## config.mk

```make
export PLATFORM = sky130hd
export DESIGN_NAME = ansi_escape_sequence_tokenizer_top
export DESIGN_NICKNAME = d
export VERILOG_FILES = /design/src/rtl/aest_pkg.sv /design/src/rtl/ansi_escape_sequence_tokenizer_top.sv /design/src/rtl/aest_front.sv /design/src/rtl/aest_queue.sv /design/src/rtl/aest_back.sv
export SDC_FILE = /design/constraint.sdc
export NUM_CORES = 1
export LEC_CHECK = 0
export BUFFER_PORTS_ARGS = -buffer_cell sky130_fd_sc_hd__buf_2
export CAP_MARGIN = 10
export CORE_ASPECT_RATIO = 1.25
export CORE_UTILIZATION = 30
export CTS_BUF_LIST = sky130_fd_sc_hd__clkbuf_8 sky130_fd_sc_hd__clkbuf_16
export CTS_CLUSTER_SIZE = 28
export DETAILED_ROUTE_END_ITERATION = 16
export GPL_TIMING_DRIVEN = 0
export SYNTH_ARGS = -nofsm -noshare
export SYNTH_HDL_FRONTEND = slang
export SYNTH_SLANG_ARGS = --single-unit
```

## constraint.sdc

```tcl
create_clock -name aclk -period 4.3 [get_ports aclk]
set_clock_uncertainty 0.15 [all_clocks]
set_input_delay 0.645 -clock aclk [delete_from_list [all_inputs] [get_ports aclk]]
set_output_delay 0.645 -clock aclk [all_outputs]
set_load 0.02 [all_outputs]
```

## src/rtl/aest_pkg.sv

```systemverilog
// Shared types and constants for the ECMA-48 control sequence tokenizer.
package aest_pkg;

    localparam int LEN_W          = 13;
    localparam int MAX_BUFFER_DEF = 4096;
    localparam int QDEPTH         = 2;
    localparam logic [LEN_W-1:0] MAX_LEN_RESET = 13'd4096;

    localparam logic [3:0] K_TEXT = 4'd0;
    localparam logic [3:0] K_C0   = 4'd1;
    localparam logic [3:0] K_C1   = 4'd2;
    localparam logic [3:0] K_ESC  = 4'd3;
    localparam logic [3:0] K_SS2  = 4'd4;
    localparam logic [3:0] K_SS3  = 4'd5;
    localparam logic [3:0] K_CSI  = 4'd6;
    localparam logic [3:0] K_DCS  = 4'd7;
    localparam logic [3:0] K_SOS  = 4'd8;
    localparam logic [3:0] K_OSC  = 4'd9;
    localparam logic [3:0] K_PM   = 4'd10;
    localparam logic [3:0] K_APC  = 4'd11;

    localparam logic [1:0] ST_COMPLETE   = 2'd0;
    localparam logic [1:0] ST_TOO_LONG   = 2'd1;
    localparam logic [1:0] ST_INCOMPLETE = 2'd2;

    typedef enum logic [2:0] {
        ACT_ESC,
        ACT_EMIT,
        ACT_FIXED,
        ACT_CSI,
        ACT_STR
    } act_t;

    typedef struct packed {
        logic       is_end;
        act_t       idle_act;
        logic [3:0] idle_kind;
        logic [2:0] idle_exp;
        act_t       esc_act;
        logic [3:0] esc_kind;
        logic       csi_final;
        logic       str_term;
        logic       bslash;
        logic       is_esc;
    } cls_t;

endpackage

```

## src/rtl/ansi_escape_sequence_tokenizer_top.sv

```systemverilog
// Top level of the ECMA-48 control sequence tokenizer.
//
//  channel   direction  handshake              payload
//  s_        in         s_valid / s_ready      s_byte_value[7:0], s_stream_end
//  m_        out        m_valid / m_ready      m_token_kind[3:0], m_token_length[12:0],
//                                              m_status[1:0]
//  cfg_      in         cfg_valid / cfg_ready  cfg_data[12:0] (max_len)
//
// One byte per cycle sustained unless m_ stalls; the parser takes one queued byte per cycle.
// m_valid rises once the closing byte has passed through the queue and the output register.
// s_ready falls only while the two-entry queue is full; that happens while m_ stalls.
// Synchronous active-low reset; no clearing pass. cfg_ready is always high.
module ansi_escape_sequence_tokenizer_top #(
    parameter int MAX_BUFFER = aest_pkg::MAX_BUFFER_DEF
) (
    input  logic                       aclk,
    input  logic                       aresetn,
    input  logic                       s_valid,
    output logic                       s_ready,
    input  logic [7:0]                 s_byte_value,
    input  logic                       s_stream_end,
    output logic                       m_valid,
    input  logic                       m_ready,
    output logic [3:0]                 m_token_kind,
    output logic [aest_pkg::LEN_W-1:0] m_token_length,
    output logic [1:0]                 m_status,
    input  logic                       cfg_valid,
    output logic                       cfg_ready,
    input  logic [aest_pkg::LEN_W-1:0] cfg_data
);
    import aest_pkg::*;

    logic push_valid, push_ready, pop_valid, pop_ready;
    cls_t push_cls, pop_cls;

    assign cfg_ready = 1'b1;

    aest_front u_front (
        .s_valid      (s_valid),
        .s_ready      (s_ready),
        .s_byte_value (s_byte_value),
        .s_stream_end (s_stream_end),
        .push_valid   (push_valid),
        .push_ready   (push_ready),
        .push_cls     (push_cls)
    );

    aest_queue u_queue (
        .aclk       (aclk),
        .aresetn    (aresetn),
        .push_valid (push_valid),
        .push_ready (push_ready),
        .push_cls   (push_cls),
        .pop_valid  (pop_valid),
        .pop_ready  (pop_ready),
        .pop_cls    (pop_cls)
    );

    aest_back #(
        .MAX_BUFFER (MAX_BUFFER)
    ) u_back (
        .aclk           (aclk),
        .aresetn        (aresetn),
        .cfg_valid      (cfg_valid),
        .cfg_data       (cfg_data),
        .pop_valid      (pop_valid),
        .pop_ready      (pop_ready),
        .pop_cls        (pop_cls),
        .m_valid        (m_valid),
        .m_ready        (m_ready),
        .m_token_kind   (m_token_kind),
        .m_token_length (m_token_length),
        .m_status       (m_status)
    );

endmodule

```

## src/rtl/aest_front.sv

```systemverilog
// Front end: takes input bytes and classifies them for the parser.
module aest_front (
    input  logic         s_valid,
    output logic         s_ready,
    input  logic [7:0]   s_byte_value,
    input  logic         s_stream_end,
    output logic         push_valid,
    input  logic         push_ready,
    output aest_pkg::cls_t push_cls
);
    import aest_pkg::*;

    assign s_ready    = push_ready;
    assign push_valid = s_valid;

    always_comb begin
        push_cls           = '0;
        push_cls.is_end    = s_stream_end;
        push_cls.idle_act  = ACT_EMIT;
        push_cls.idle_kind = K_TEXT;
        push_cls.idle_exp  = 3'd0;
        unique case (s_byte_value) inside
            8'h1B: begin
                push_cls.idle_act  = ACT_ESC;
                push_cls.idle_kind = K_ESC;
            end
            [8'h00:8'h1A], [8'h1C:8'h1F]: push_cls.idle_kind = K_C0;
            8'h8E: begin
                push_cls.idle_act  = ACT_FIXED;
                push_cls.idle_kind = K_SS2;
                push_cls.idle_exp  = 3'd1;
            end
            8'h8F: begin
                push_cls.idle_act  = ACT_FIXED;
                push_cls.idle_kind = K_SS3;
                push_cls.idle_exp  = 3'd1;
            end
            8'h9B: begin
                push_cls.idle_act  = ACT_CSI;
                push_cls.idle_kind = K_CSI;
            end
            8'h90: begin
                push_cls.idle_act  = ACT_STR;
                push_cls.idle_kind = K_DCS;
            end
            8'h98: begin
                push_cls.idle_act  = ACT_STR;
                push_cls.idle_kind = K_SOS;
            end
            8'h9D: begin
                push_cls.idle_act  = ACT_STR;
                push_cls.idle_kind = K_OSC;
            end
            8'h9E: begin
                push_cls.idle_act  = ACT_STR;
                push_cls.idle_kind = K_PM;
            end
            8'h9F: begin
                push_cls.idle_act  = ACT_STR;
                push_cls.idle_kind = K_APC;
            end
            [8'h80:8'h8D], [8'h91:8'h97], [8'h99:8'h9A], 8'h9C: push_cls.idle_kind = K_C1;
            [8'hC0:8'hDF]: begin
                push_cls.idle_act = ACT_FIXED;
                push_cls.idle_exp = 3'd1;
            end
            [8'hE0:8'hEF]: begin
                push_cls.idle_act = ACT_FIXED;
                push_cls.idle_exp = 3'd2;
            end
            [8'hF0:8'hF7]: begin
                push_cls.idle_act = ACT_FIXED;
                push_cls.idle_exp = 3'd3;
            end
            default: push_cls.idle_kind = K_TEXT;
        endcase

        push_cls.esc_act  = ACT_EMIT;
        push_cls.esc_kind = K_ESC;
        unique case (s_byte_value)
            8'h4E: begin
                push_cls.esc_act  = ACT_FIXED;
                push_cls.esc_kind = K_SS2;
            end
            8'h4F: begin
                push_cls.esc_act  = ACT_FIXED;
                push_cls.esc_kind = K_SS3;
            end
            8'h5B: begin
                push_cls.esc_act  = ACT_CSI;
                push_cls.esc_kind = K_CSI;
            end
            8'h50: begin
                push_cls.esc_act  = ACT_STR;
                push_cls.esc_kind = K_DCS;
            end
            8'h58: begin
                push_cls.esc_act  = ACT_STR;
                push_cls.esc_kind = K_SOS;
            end
            8'h5D: begin
                push_cls.esc_act  = ACT_STR;
                push_cls.esc_kind = K_OSC;
            end
            8'h5E: begin
                push_cls.esc_act  = ACT_STR;
                push_cls.esc_kind = K_PM;
            end
            8'h5F: begin
                push_cls.esc_act  = ACT_STR;
                push_cls.esc_kind = K_APC;
            end
            default: push_cls.esc_act = ACT_EMIT;
        endcase

        push_cls.csi_final = (s_byte_value >= 8'h40) && (s_byte_value <= 8'h7E);
        push_cls.str_term  = (s_byte_value == 8'h07) || (s_byte_value == 8'h9C);
        push_cls.bslash    = (s_byte_value == 8'h5C);
        push_cls.is_esc    = (s_byte_value == 8'h1B);
    end

endmodule

```

## src/rtl/aest_queue.sv

```systemverilog
// Short queue of classified bytes between front end and parser.
module aest_queue (
    input  logic           aclk,
    input  logic           aresetn,
    input  logic           push_valid,
    output logic           push_ready,
    input  aest_pkg::cls_t push_cls,
    output logic           pop_valid,
    input  logic           pop_ready,
    output aest_pkg::cls_t pop_cls
);
    import aest_pkg::*;

    localparam int PW = (QDEPTH > 1) ? $clog2(QDEPTH) : 1;
    localparam int CW = $clog2(QDEPTH + 1);
    localparam logic [CW-1:0] FULL_CNT = CW'(QDEPTH);
    localparam logic [PW-1:0] LAST_PTR = PW'(QDEPTH - 1);

    cls_t          mem [QDEPTH];
    logic [PW-1:0] wr_ptr_reg, rd_ptr_reg;
    logic [CW-1:0] cnt_reg;
    logic          do_push, do_pop;

    assign push_ready = (cnt_reg != FULL_CNT);
    assign pop_valid  = (cnt_reg != '0);
    assign pop_cls    = mem[rd_ptr_reg];
    assign do_push    = push_valid && push_ready;
    assign do_pop     = pop_valid && pop_ready;

    always_ff @(posedge aclk) begin
        if (do_push) begin
            mem[wr_ptr_reg] <= push_cls;
        end
    end

    always_ff @(posedge aclk) begin
        if (!aresetn) begin
            wr_ptr_reg <= '0;
            rd_ptr_reg <= '0;
            cnt_reg    <= '0;
        end else begin
            if (do_push) begin
                wr_ptr_reg <= (wr_ptr_reg == LAST_PTR) ? '0 : wr_ptr_reg + 1'b1;
            end
            if (do_pop) begin
                rd_ptr_reg <= (rd_ptr_reg == LAST_PTR) ? '0 : rd_ptr_reg + 1'b1;
            end
            if (do_push && !do_pop) begin
                cnt_reg <= cnt_reg + 1'b1;
            end else if (do_pop && !do_push) begin
                cnt_reg <= cnt_reg - 1'b1;
            end
        end
    end

endmodule

```

## src/rtl/aest_back.sv

```systemverilog
// Back end: token parser state machine, max_len register and output register.
module aest_back #(
    parameter int MAX_BUFFER = aest_pkg::MAX_BUFFER_DEF
) (
    input  logic                      aclk,
    input  logic                      aresetn,
    input  logic                      cfg_valid,
    input  logic [aest_pkg::LEN_W-1:0] cfg_data,
    input  logic                      pop_valid,
    output logic                      pop_ready,
    input  aest_pkg::cls_t            pop_cls,
    output logic                      m_valid,
    input  logic                      m_ready,
    output logic [3:0]                m_token_kind,
    output logic [aest_pkg::LEN_W-1:0] m_token_length,
    output logic [1:0]                m_status
);
    import aest_pkg::*;

    localparam int LEN_MAX   = (1 << LEN_W) - 1;
    localparam int BUF_CLAMP = (MAX_BUFFER > LEN_MAX) ? LEN_MAX : MAX_BUFFER;
    localparam logic [LEN_W-1:0] LIM_CAP = LEN_W'(BUF_CLAMP);

    typedef enum logic [2:0] {
        PH_IDLE,
        PH_ESC,
        PH_FIXED,
        PH_CSI,
        PH_STR
    } phase_t;

    phase_t           phase_reg, phase_next;
    logic [3:0]       kind_reg, kind_next;
    logic [LEN_W-1:0] cnt_reg, cnt_next;
    logic [2:0]       exp_reg, exp_next;
    logic             pwe_reg, pwe_next;
    logic [LEN_W-1:0] max_len_reg;
    logic             m_valid_reg;
    logic [3:0]       kind_out_reg;
    logic [LEN_W-1:0] len_out_reg;
    logic [1:0]       st_out_reg;

    logic             do_pop, emit;
    logic [3:0]       e_kind;
    logic [LEN_W-1:0] e_len, c_inc, lim;
    logic [1:0]       e_st;

    assign pop_ready      = !m_valid_reg || m_ready;
    assign do_pop         = pop_valid && pop_ready;
    assign lim            = (max_len_reg > LIM_CAP) ? LIM_CAP : max_len_reg;
    assign c_inc          = cnt_reg + 1'b1;
    assign m_valid        = m_valid_reg;
    assign m_token_kind   = kind_out_reg;
    assign m_token_length = len_out_reg;
    assign m_status       = st_out_reg;

    always_comb begin
        phase_next = phase_reg;
        kind_next  = kind_reg;
        cnt_next   = cnt_reg;
        exp_next   = exp_reg;
        pwe_next   = pwe_reg;
        emit       = 1'b0;
        e_kind     = kind_reg;
        e_len      = cnt_reg;
        e_st       = ST_COMPLETE;
        if (do_pop) begin
            if (pop_cls.is_end) begin
                emit   = (phase_reg != PH_IDLE);
                e_st   = ST_INCOMPLETE;
            end else begin
                unique case (phase_reg)
                    PH_IDLE: begin
                        cnt_next = LEN_W'(1);
                        unique case (pop_cls.idle_act)
                            ACT_ESC: begin
                                kind_next  = K_ESC;
                                phase_next = PH_ESC;
                            end
                            ACT_EMIT: begin
                                emit   = 1'b1;
                                e_kind = pop_cls.idle_kind;
                                e_len  = LEN_W'(1);
                            end
                            ACT_FIXED: begin
                                kind_next  = pop_cls.idle_kind;
                                phase_next = PH_FIXED;
                                exp_next   = pop_cls.idle_exp;
                            end
                            ACT_CSI, ACT_STR: begin
                                kind_next  = pop_cls.idle_kind;
                                phase_next = (pop_cls.idle_act == ACT_CSI) ? PH_CSI : PH_STR;
                                pwe_next   = 1'b0;
                                emit       = (LEN_W'(1) >= lim);
                                e_kind     = pop_cls.idle_kind;
                                e_len      = LEN_W'(1);
                                e_st       = ST_TOO_LONG;
                            end
                            default: phase_next = PH_IDLE;
                        endcase
                    end
                    PH_ESC: begin
                        cnt_next = LEN_W'(2);
                        unique case (pop_cls.esc_act)
                            ACT_FIXED: begin
                                kind_next  = pop_cls.esc_kind;
                                phase_next = PH_FIXED;
                                exp_next   = 3'd1;
                            end
                            ACT_CSI, ACT_STR: begin
                                kind_next  = pop_cls.esc_kind;
                                phase_next = (pop_cls.esc_act == ACT_CSI) ? PH_CSI : PH_STR;
                                pwe_next   = 1'b0;
                                emit       = (LEN_W'(2) >= lim);
                                e_kind     = pop_cls.esc_kind;
                                e_len      = LEN_W'(2);
                                e_st       = ST_TOO_LONG;
                            end
                            default: begin
                                emit   = 1'b1;
                                e_kind = K_ESC;
                                e_len  = LEN_W'(2);
                            end
                        endcase
                    end
                    PH_FIXED: begin
                        cnt_next = c_inc;
                        e_len    = c_inc;
                        if (exp_reg <= 3'd1) begin
                            emit = 1'b1;
                        end else begin
                            exp_next = exp_reg - 1'b1;
                        end
                    end
                    PH_CSI: begin
                        cnt_next = c_inc;
                        e_len    = c_inc;
                        if (pop_cls.csi_final) begin
                            emit = 1'b1;
                        end else if (c_inc >= lim) begin
                            emit = 1'b1;
                            e_st = ST_TOO_LONG;
                        end
                    end
                    PH_STR: begin
                        cnt_next = c_inc;
                        e_len    = c_inc;
                        pwe_next = pop_cls.is_esc;
                        if (pop_cls.str_term || (pwe_reg && pop_cls.bslash)) begin
                            emit = 1'b1;
                        end else if (c_inc >= lim) begin
                            emit = 1'b1;
                            e_st = ST_TOO_LONG;
                        end
                    end
                    default: phase_next = PH_IDLE;
                endcase
            end
            if (emit) begin
                phase_next = PH_IDLE;
                cnt_next   = '0;
                exp_next   = '0;
                pwe_next   = 1'b0;
            end
        end
    end

    always_ff @(posedge aclk) begin
        if (!aresetn) begin
            phase_reg   <= PH_IDLE;
            kind_reg    <= K_TEXT;
            cnt_reg     <= '0;
            exp_reg     <= '0;
            pwe_reg     <= 1'b0;
            max_len_reg <= MAX_LEN_RESET;
            m_valid_reg <= 1'b0;
        end else begin
            phase_reg <= phase_next;
            kind_reg  <= kind_next;
            cnt_reg   <= cnt_next;
            exp_reg   <= exp_next;
            pwe_reg   <= pwe_next;
            if (cfg_valid) begin
                max_len_reg <= cfg_data;
            end
            if (do_pop && emit) begin
                m_valid_reg <= 1'b1;
            end else if (m_ready) begin
                m_valid_reg <= 1'b0;
            end
        end
        if (do_pop && emit) begin
            kind_out_reg <= e_kind;
            len_out_reg  <= e_len;
            st_out_reg   <= e_st;
        end
    end

endmodule

```

==> results.md <==
- Period utilization: between 90% and 100%
- Num CTS Buffers: 9
- Count of different cell masters after synthesis: 71
- Leak: around 0.0025 uW
- Slew Limit Headroom: about a third
- Layout area overhead: 15.6%
- Psw: approximately 1100 uW
- Final Hold Viols: 0
- Grt ovf: 0
- Post-synthesis sequential area ratio: 47.1%
- Final worst path period need: 4.02 ns
- Post-Syn Area: between 5000 and 6000 um2
- First-pass GRT wire length: about 21000 um
- DRT iter0 DRCs: about 280
- I/O Buffers: 42
- Worst path slowest cell: dfxtp_4
- Die area: just under 20000 um2
- Num rows: 56
- Routed wire per std cell: about 15 um
- Top cell type's share of synthesized area: between 30 and 40%
- Outcome: complete, but fails checks
- Critical Path RT: roughly 4.4 ns
- Share of cells above drive strength 1: 14.7%
- Most flops, register: u_queue.mem
- Syn nets: around 640
- Critical path capture point type: flip-flop
- Hold/Removal Path Class: in2reg
- Worst slack, placed: -0.224 ns
- Post-DP HPWL: 10300 um
- Hold-fix buffers, CTS: 0
- Most frequent cell after synthesis: nand2_1
- Failing checks: design-rule violations
- Core area: approximately 19000 um2
- Kind of critical path: reg2reg
- Type of origin of the critical path: flip-flop
- Fillers: ~1.9k
- GRT Overall Usage: around 14%
- Cell area after placement: ~6200 um2
- WHS Path Cells: 1
- Post-synth EDFFs: around 60
- Max Buffers Root-to-Sink: 2
- Critical path arrival: 4.13 ns
- Setup WS post-layout: around 0.28 ns
- Die Ht: between 150 and 200 um
- Worst reg2reg path depth: 17
- Post-synth top cells: 70 x nand2_1, 64 x nor2_1, 61 x edfxtp_1
- Final Max Slew Viols: 0
- Final count of negative-setup-slack endpoints: 0
- Most frequent CP cell: and3_1
- Antenna diode count: 0
- Reg2reg setup slack: around 0.28 ns
- RR Endpoint: u_back.exp_reg[1]$_SDFFE_PN0P_
- Unrepaired setup endpoints after global routing: false
- Max Cap Viol: 0
- Detail Route Antenna Nets: 0
- Num Clock Sinks: between 100 and 150
- Max FFs per register: 42
- Root Buffer: clkbuf_16
- Routed vias: roughly 4.6k
- Drt first pass iters: 10
- YS warnings: 0
- Placer Congestion: 0.865
- WL final: roughly 13000 um
- Ys async rst share: 0%
- Final Hold Slack: ~0.33 ns
- Actual slew at the worst max-slew pin: ~0.98 ns
- Initial antenna violation count: 0
- Internal: 2010 uW
- Sequential Power Share: 42.1%
- Vias per cell: 5.15
- Share of power burned in the clock network: roughly a quarter
- Maximum VDD drop: around 0.00021 V
- Final Cell Area: roughly 6600 um2
- Syn_area_per_cell: 9.67 um2
- CP max FO: 23
- CP cell instances: ha_4 > nand3_2 > nor2_2 > and3_2 > and3_1 > nand3_1 > xor2_2 > inv_1 > ha_1 > and3_1 > a221oi_4 > o2111ai_2 > a21oi_2 > o21ai_4 > and2_1 > buf_6 > o32ai_1
- Register bit total from synthesis: about 100
- FF-to-FF Start: u_back.cnt_reg[0]$_SDFFE_PN0P_
- Switching Share: between 30% and 40%
- Finished Core Util: around 35%
- Top FF cell, synth: edfxtp_1
- Comb pwr share: approximately 32%
- H-tree depth: 3
- Initial core utilization: between 30 and 40%
- Clock Latency Late Sink: roughly 0.36 ns
- DRC: 5
- Final nets: a little under 700
- CP max stage delay: 0.42 ns
- Io pins: 49
- Mapped Cells: about 590
- Pwr dens: 472 nW/um2
- Die width: about 130 um
- Number of global-route vias before repair: about 4.3k
- Largest net degree at the start of global routing: 24
- Area contributors post-synth: edfxtp_1 32%, dfxtp_1 15%, mux2i_1 5.1%, nand2_1 4.6%, nor2_1 4.2%
- TritonCTS clock tree: yes
- Peak Freq: 249 MHz
- Worst Hold Path EP: u_queue.mem[0][20]$_DFFE_PP_
- Post-synth top area cell: edfxtp_1
- Clk pin slew, worst setup/hold paths: 0.07 ns
- Hold Crit Start: s_stream_end
## routing by layer
metal / vias to the layer above / share of wire [%] / GRT usage (%)
met2: 71 / 52 / 25.4
met3: 28 / 2.4 / 2.56
met1: 2150 / 43 / 15.5
li1: 2307 / - / -
met5: - / 0 / 0
met4: 0 / 3.2 / 6.21
## power by group through the flow
| stage | Clock [uW] | Combinational [uW] | Sequential [uW] |
|---|---|---|---|
| 6_report | 795 | 1010 | 1310 |
| 5_1_grt | 855 | 1110 | 1330 |
| 4_1_cts | 816 | 1000 | 1310 |
| 3_5_place_dp | 0 | 998 | 1330 |
| 3_3_place_gp | 0 | 984 | 1330 |
| 2_1_floorplan | 0 | 656 | 1380 |
## logic make-up after synthesis
group	count (synthesis)	share of synthesized area, %
other	1	0.0655
multiplexers	38	6.84
flip-flops	104	47.1
XOR/XNOR	12	1.84
buffers and inverters	40	2.93
AND/OR/NAND/NOR	233	20.2
adder cells (fa/ha/maj)	17	3.72
AO/OA/AOI/OAI	147	17.4
## area by class of cell
| class | count | area (um2) | area share, % |
|---|---|---|---|
| Tap cell | 232 | 290 | 4.39 |
| Multi-Input combinational cell | 448 | 2940 | 44.4 |
| Sequential cell | 104 | 2700 | 40.8 |
| Buffer | 28 | 123 | 1.85 |
| Clock buffer | 9 | 225 | 3.40 |
| Inverter | 12 | 45.0 | 0.681 |
| Clock inverter | 7 | 62.6 | 0.946 |
| Timing Repair Buffer | 44 | 233 | 3.52 |
## layout by cell type (no fill, tap or decap), types with 3 or more instances in the layout
master,n
mux2i_1,29
clkbuf_1,20
ha_1,16
or2_2,3
a31oi_1,6
nand4_1,5
clkinvlp_4,3
a21oi_1,28
a32o_1,5
or3_1,4
nand3b_1,5
nand3_1,18
xnor2_1,3
nor3b_1,3
xor2_1,8
o21a_1,3
o31ai_1,3
buf_4,3
nor4_1,4
inv_1,12
nor2b_1,5
and3_1,7
dfxtp_1,41
and2_1,5
buf_2,44
clkbuf_16,9
edfxtp_1,61
o211ai_1,6
o22ai_1,6
a21o_1,10
a211oi_1,4
mux2_2,7
nor2_1,62
nand2_1,70
nand2b_1,13
o21ai_0,44
nor3_1,7
buf_1,3
## stage by stage
stage	total power, uW	instances	setup TNS, ns
detailed placement	2330	867	-2.41
CTS	3130	883	0
global route	3300	884	0
floorplan	2040	592	0
finish	3120	884	0
global placement	2310	866	-1.33
## worst max path at each step
stage	from	end	slack, ns
after floorplan	u_back.cnt_reg[0]$_SDFFE_PN0P_	u_back.exp_reg[0]$_SDFFE_PN0P_	0.47
after global placement	u_back.cnt_reg[0]$_SDFFE_PN0P_	u_back.exp_reg[0]$_SDFFE_PN0P_	-0.14
after detailed placement	u_back.cnt_reg[0]$_SDFFE_PN0P_	u_back.exp_reg[0]$_SDFFE_PN0P_	-0.22
after CTS	u_back.cnt_reg[0]$_SDFFE_PN0P_	u_back.exp_reg[0]$_SDFFE_PN0P_	0.006
after global routing	u_back.cnt_reg[0]$_SDFFE_PN0P_	u_back.exp_reg[1]$_SDFFE_PN0P_	0.002
final	u_back.cnt_reg[0]$_SDFFE_PN0P_	u_back.exp_reg[1]$_SDFFE_PN0P_	0.28
## repair_timing
| action | CTS | global route |
|---|---|---|
| setup endpoints to repair | 29 | 36 |
| pin swaps | 0 | 3 |
| buffers inserted | 0 | 1 |
| resized for setup | 2 | 14 |
## critical path: cells and delay by family (launching register included)
| kind | cells | cell delay [ns] |
|---|---|---|
| fa+ha+maj | 2 | 0.50 |
| compound gates | 5 | 1.11 |
| xor+xnor | 1 | 0.22 |
| buf+inv | 2 | 0.25 |
| simple gates | 7 | 1.27 |
| flops | 1 | 0.42 |
(Power assumes the default switching activity.)
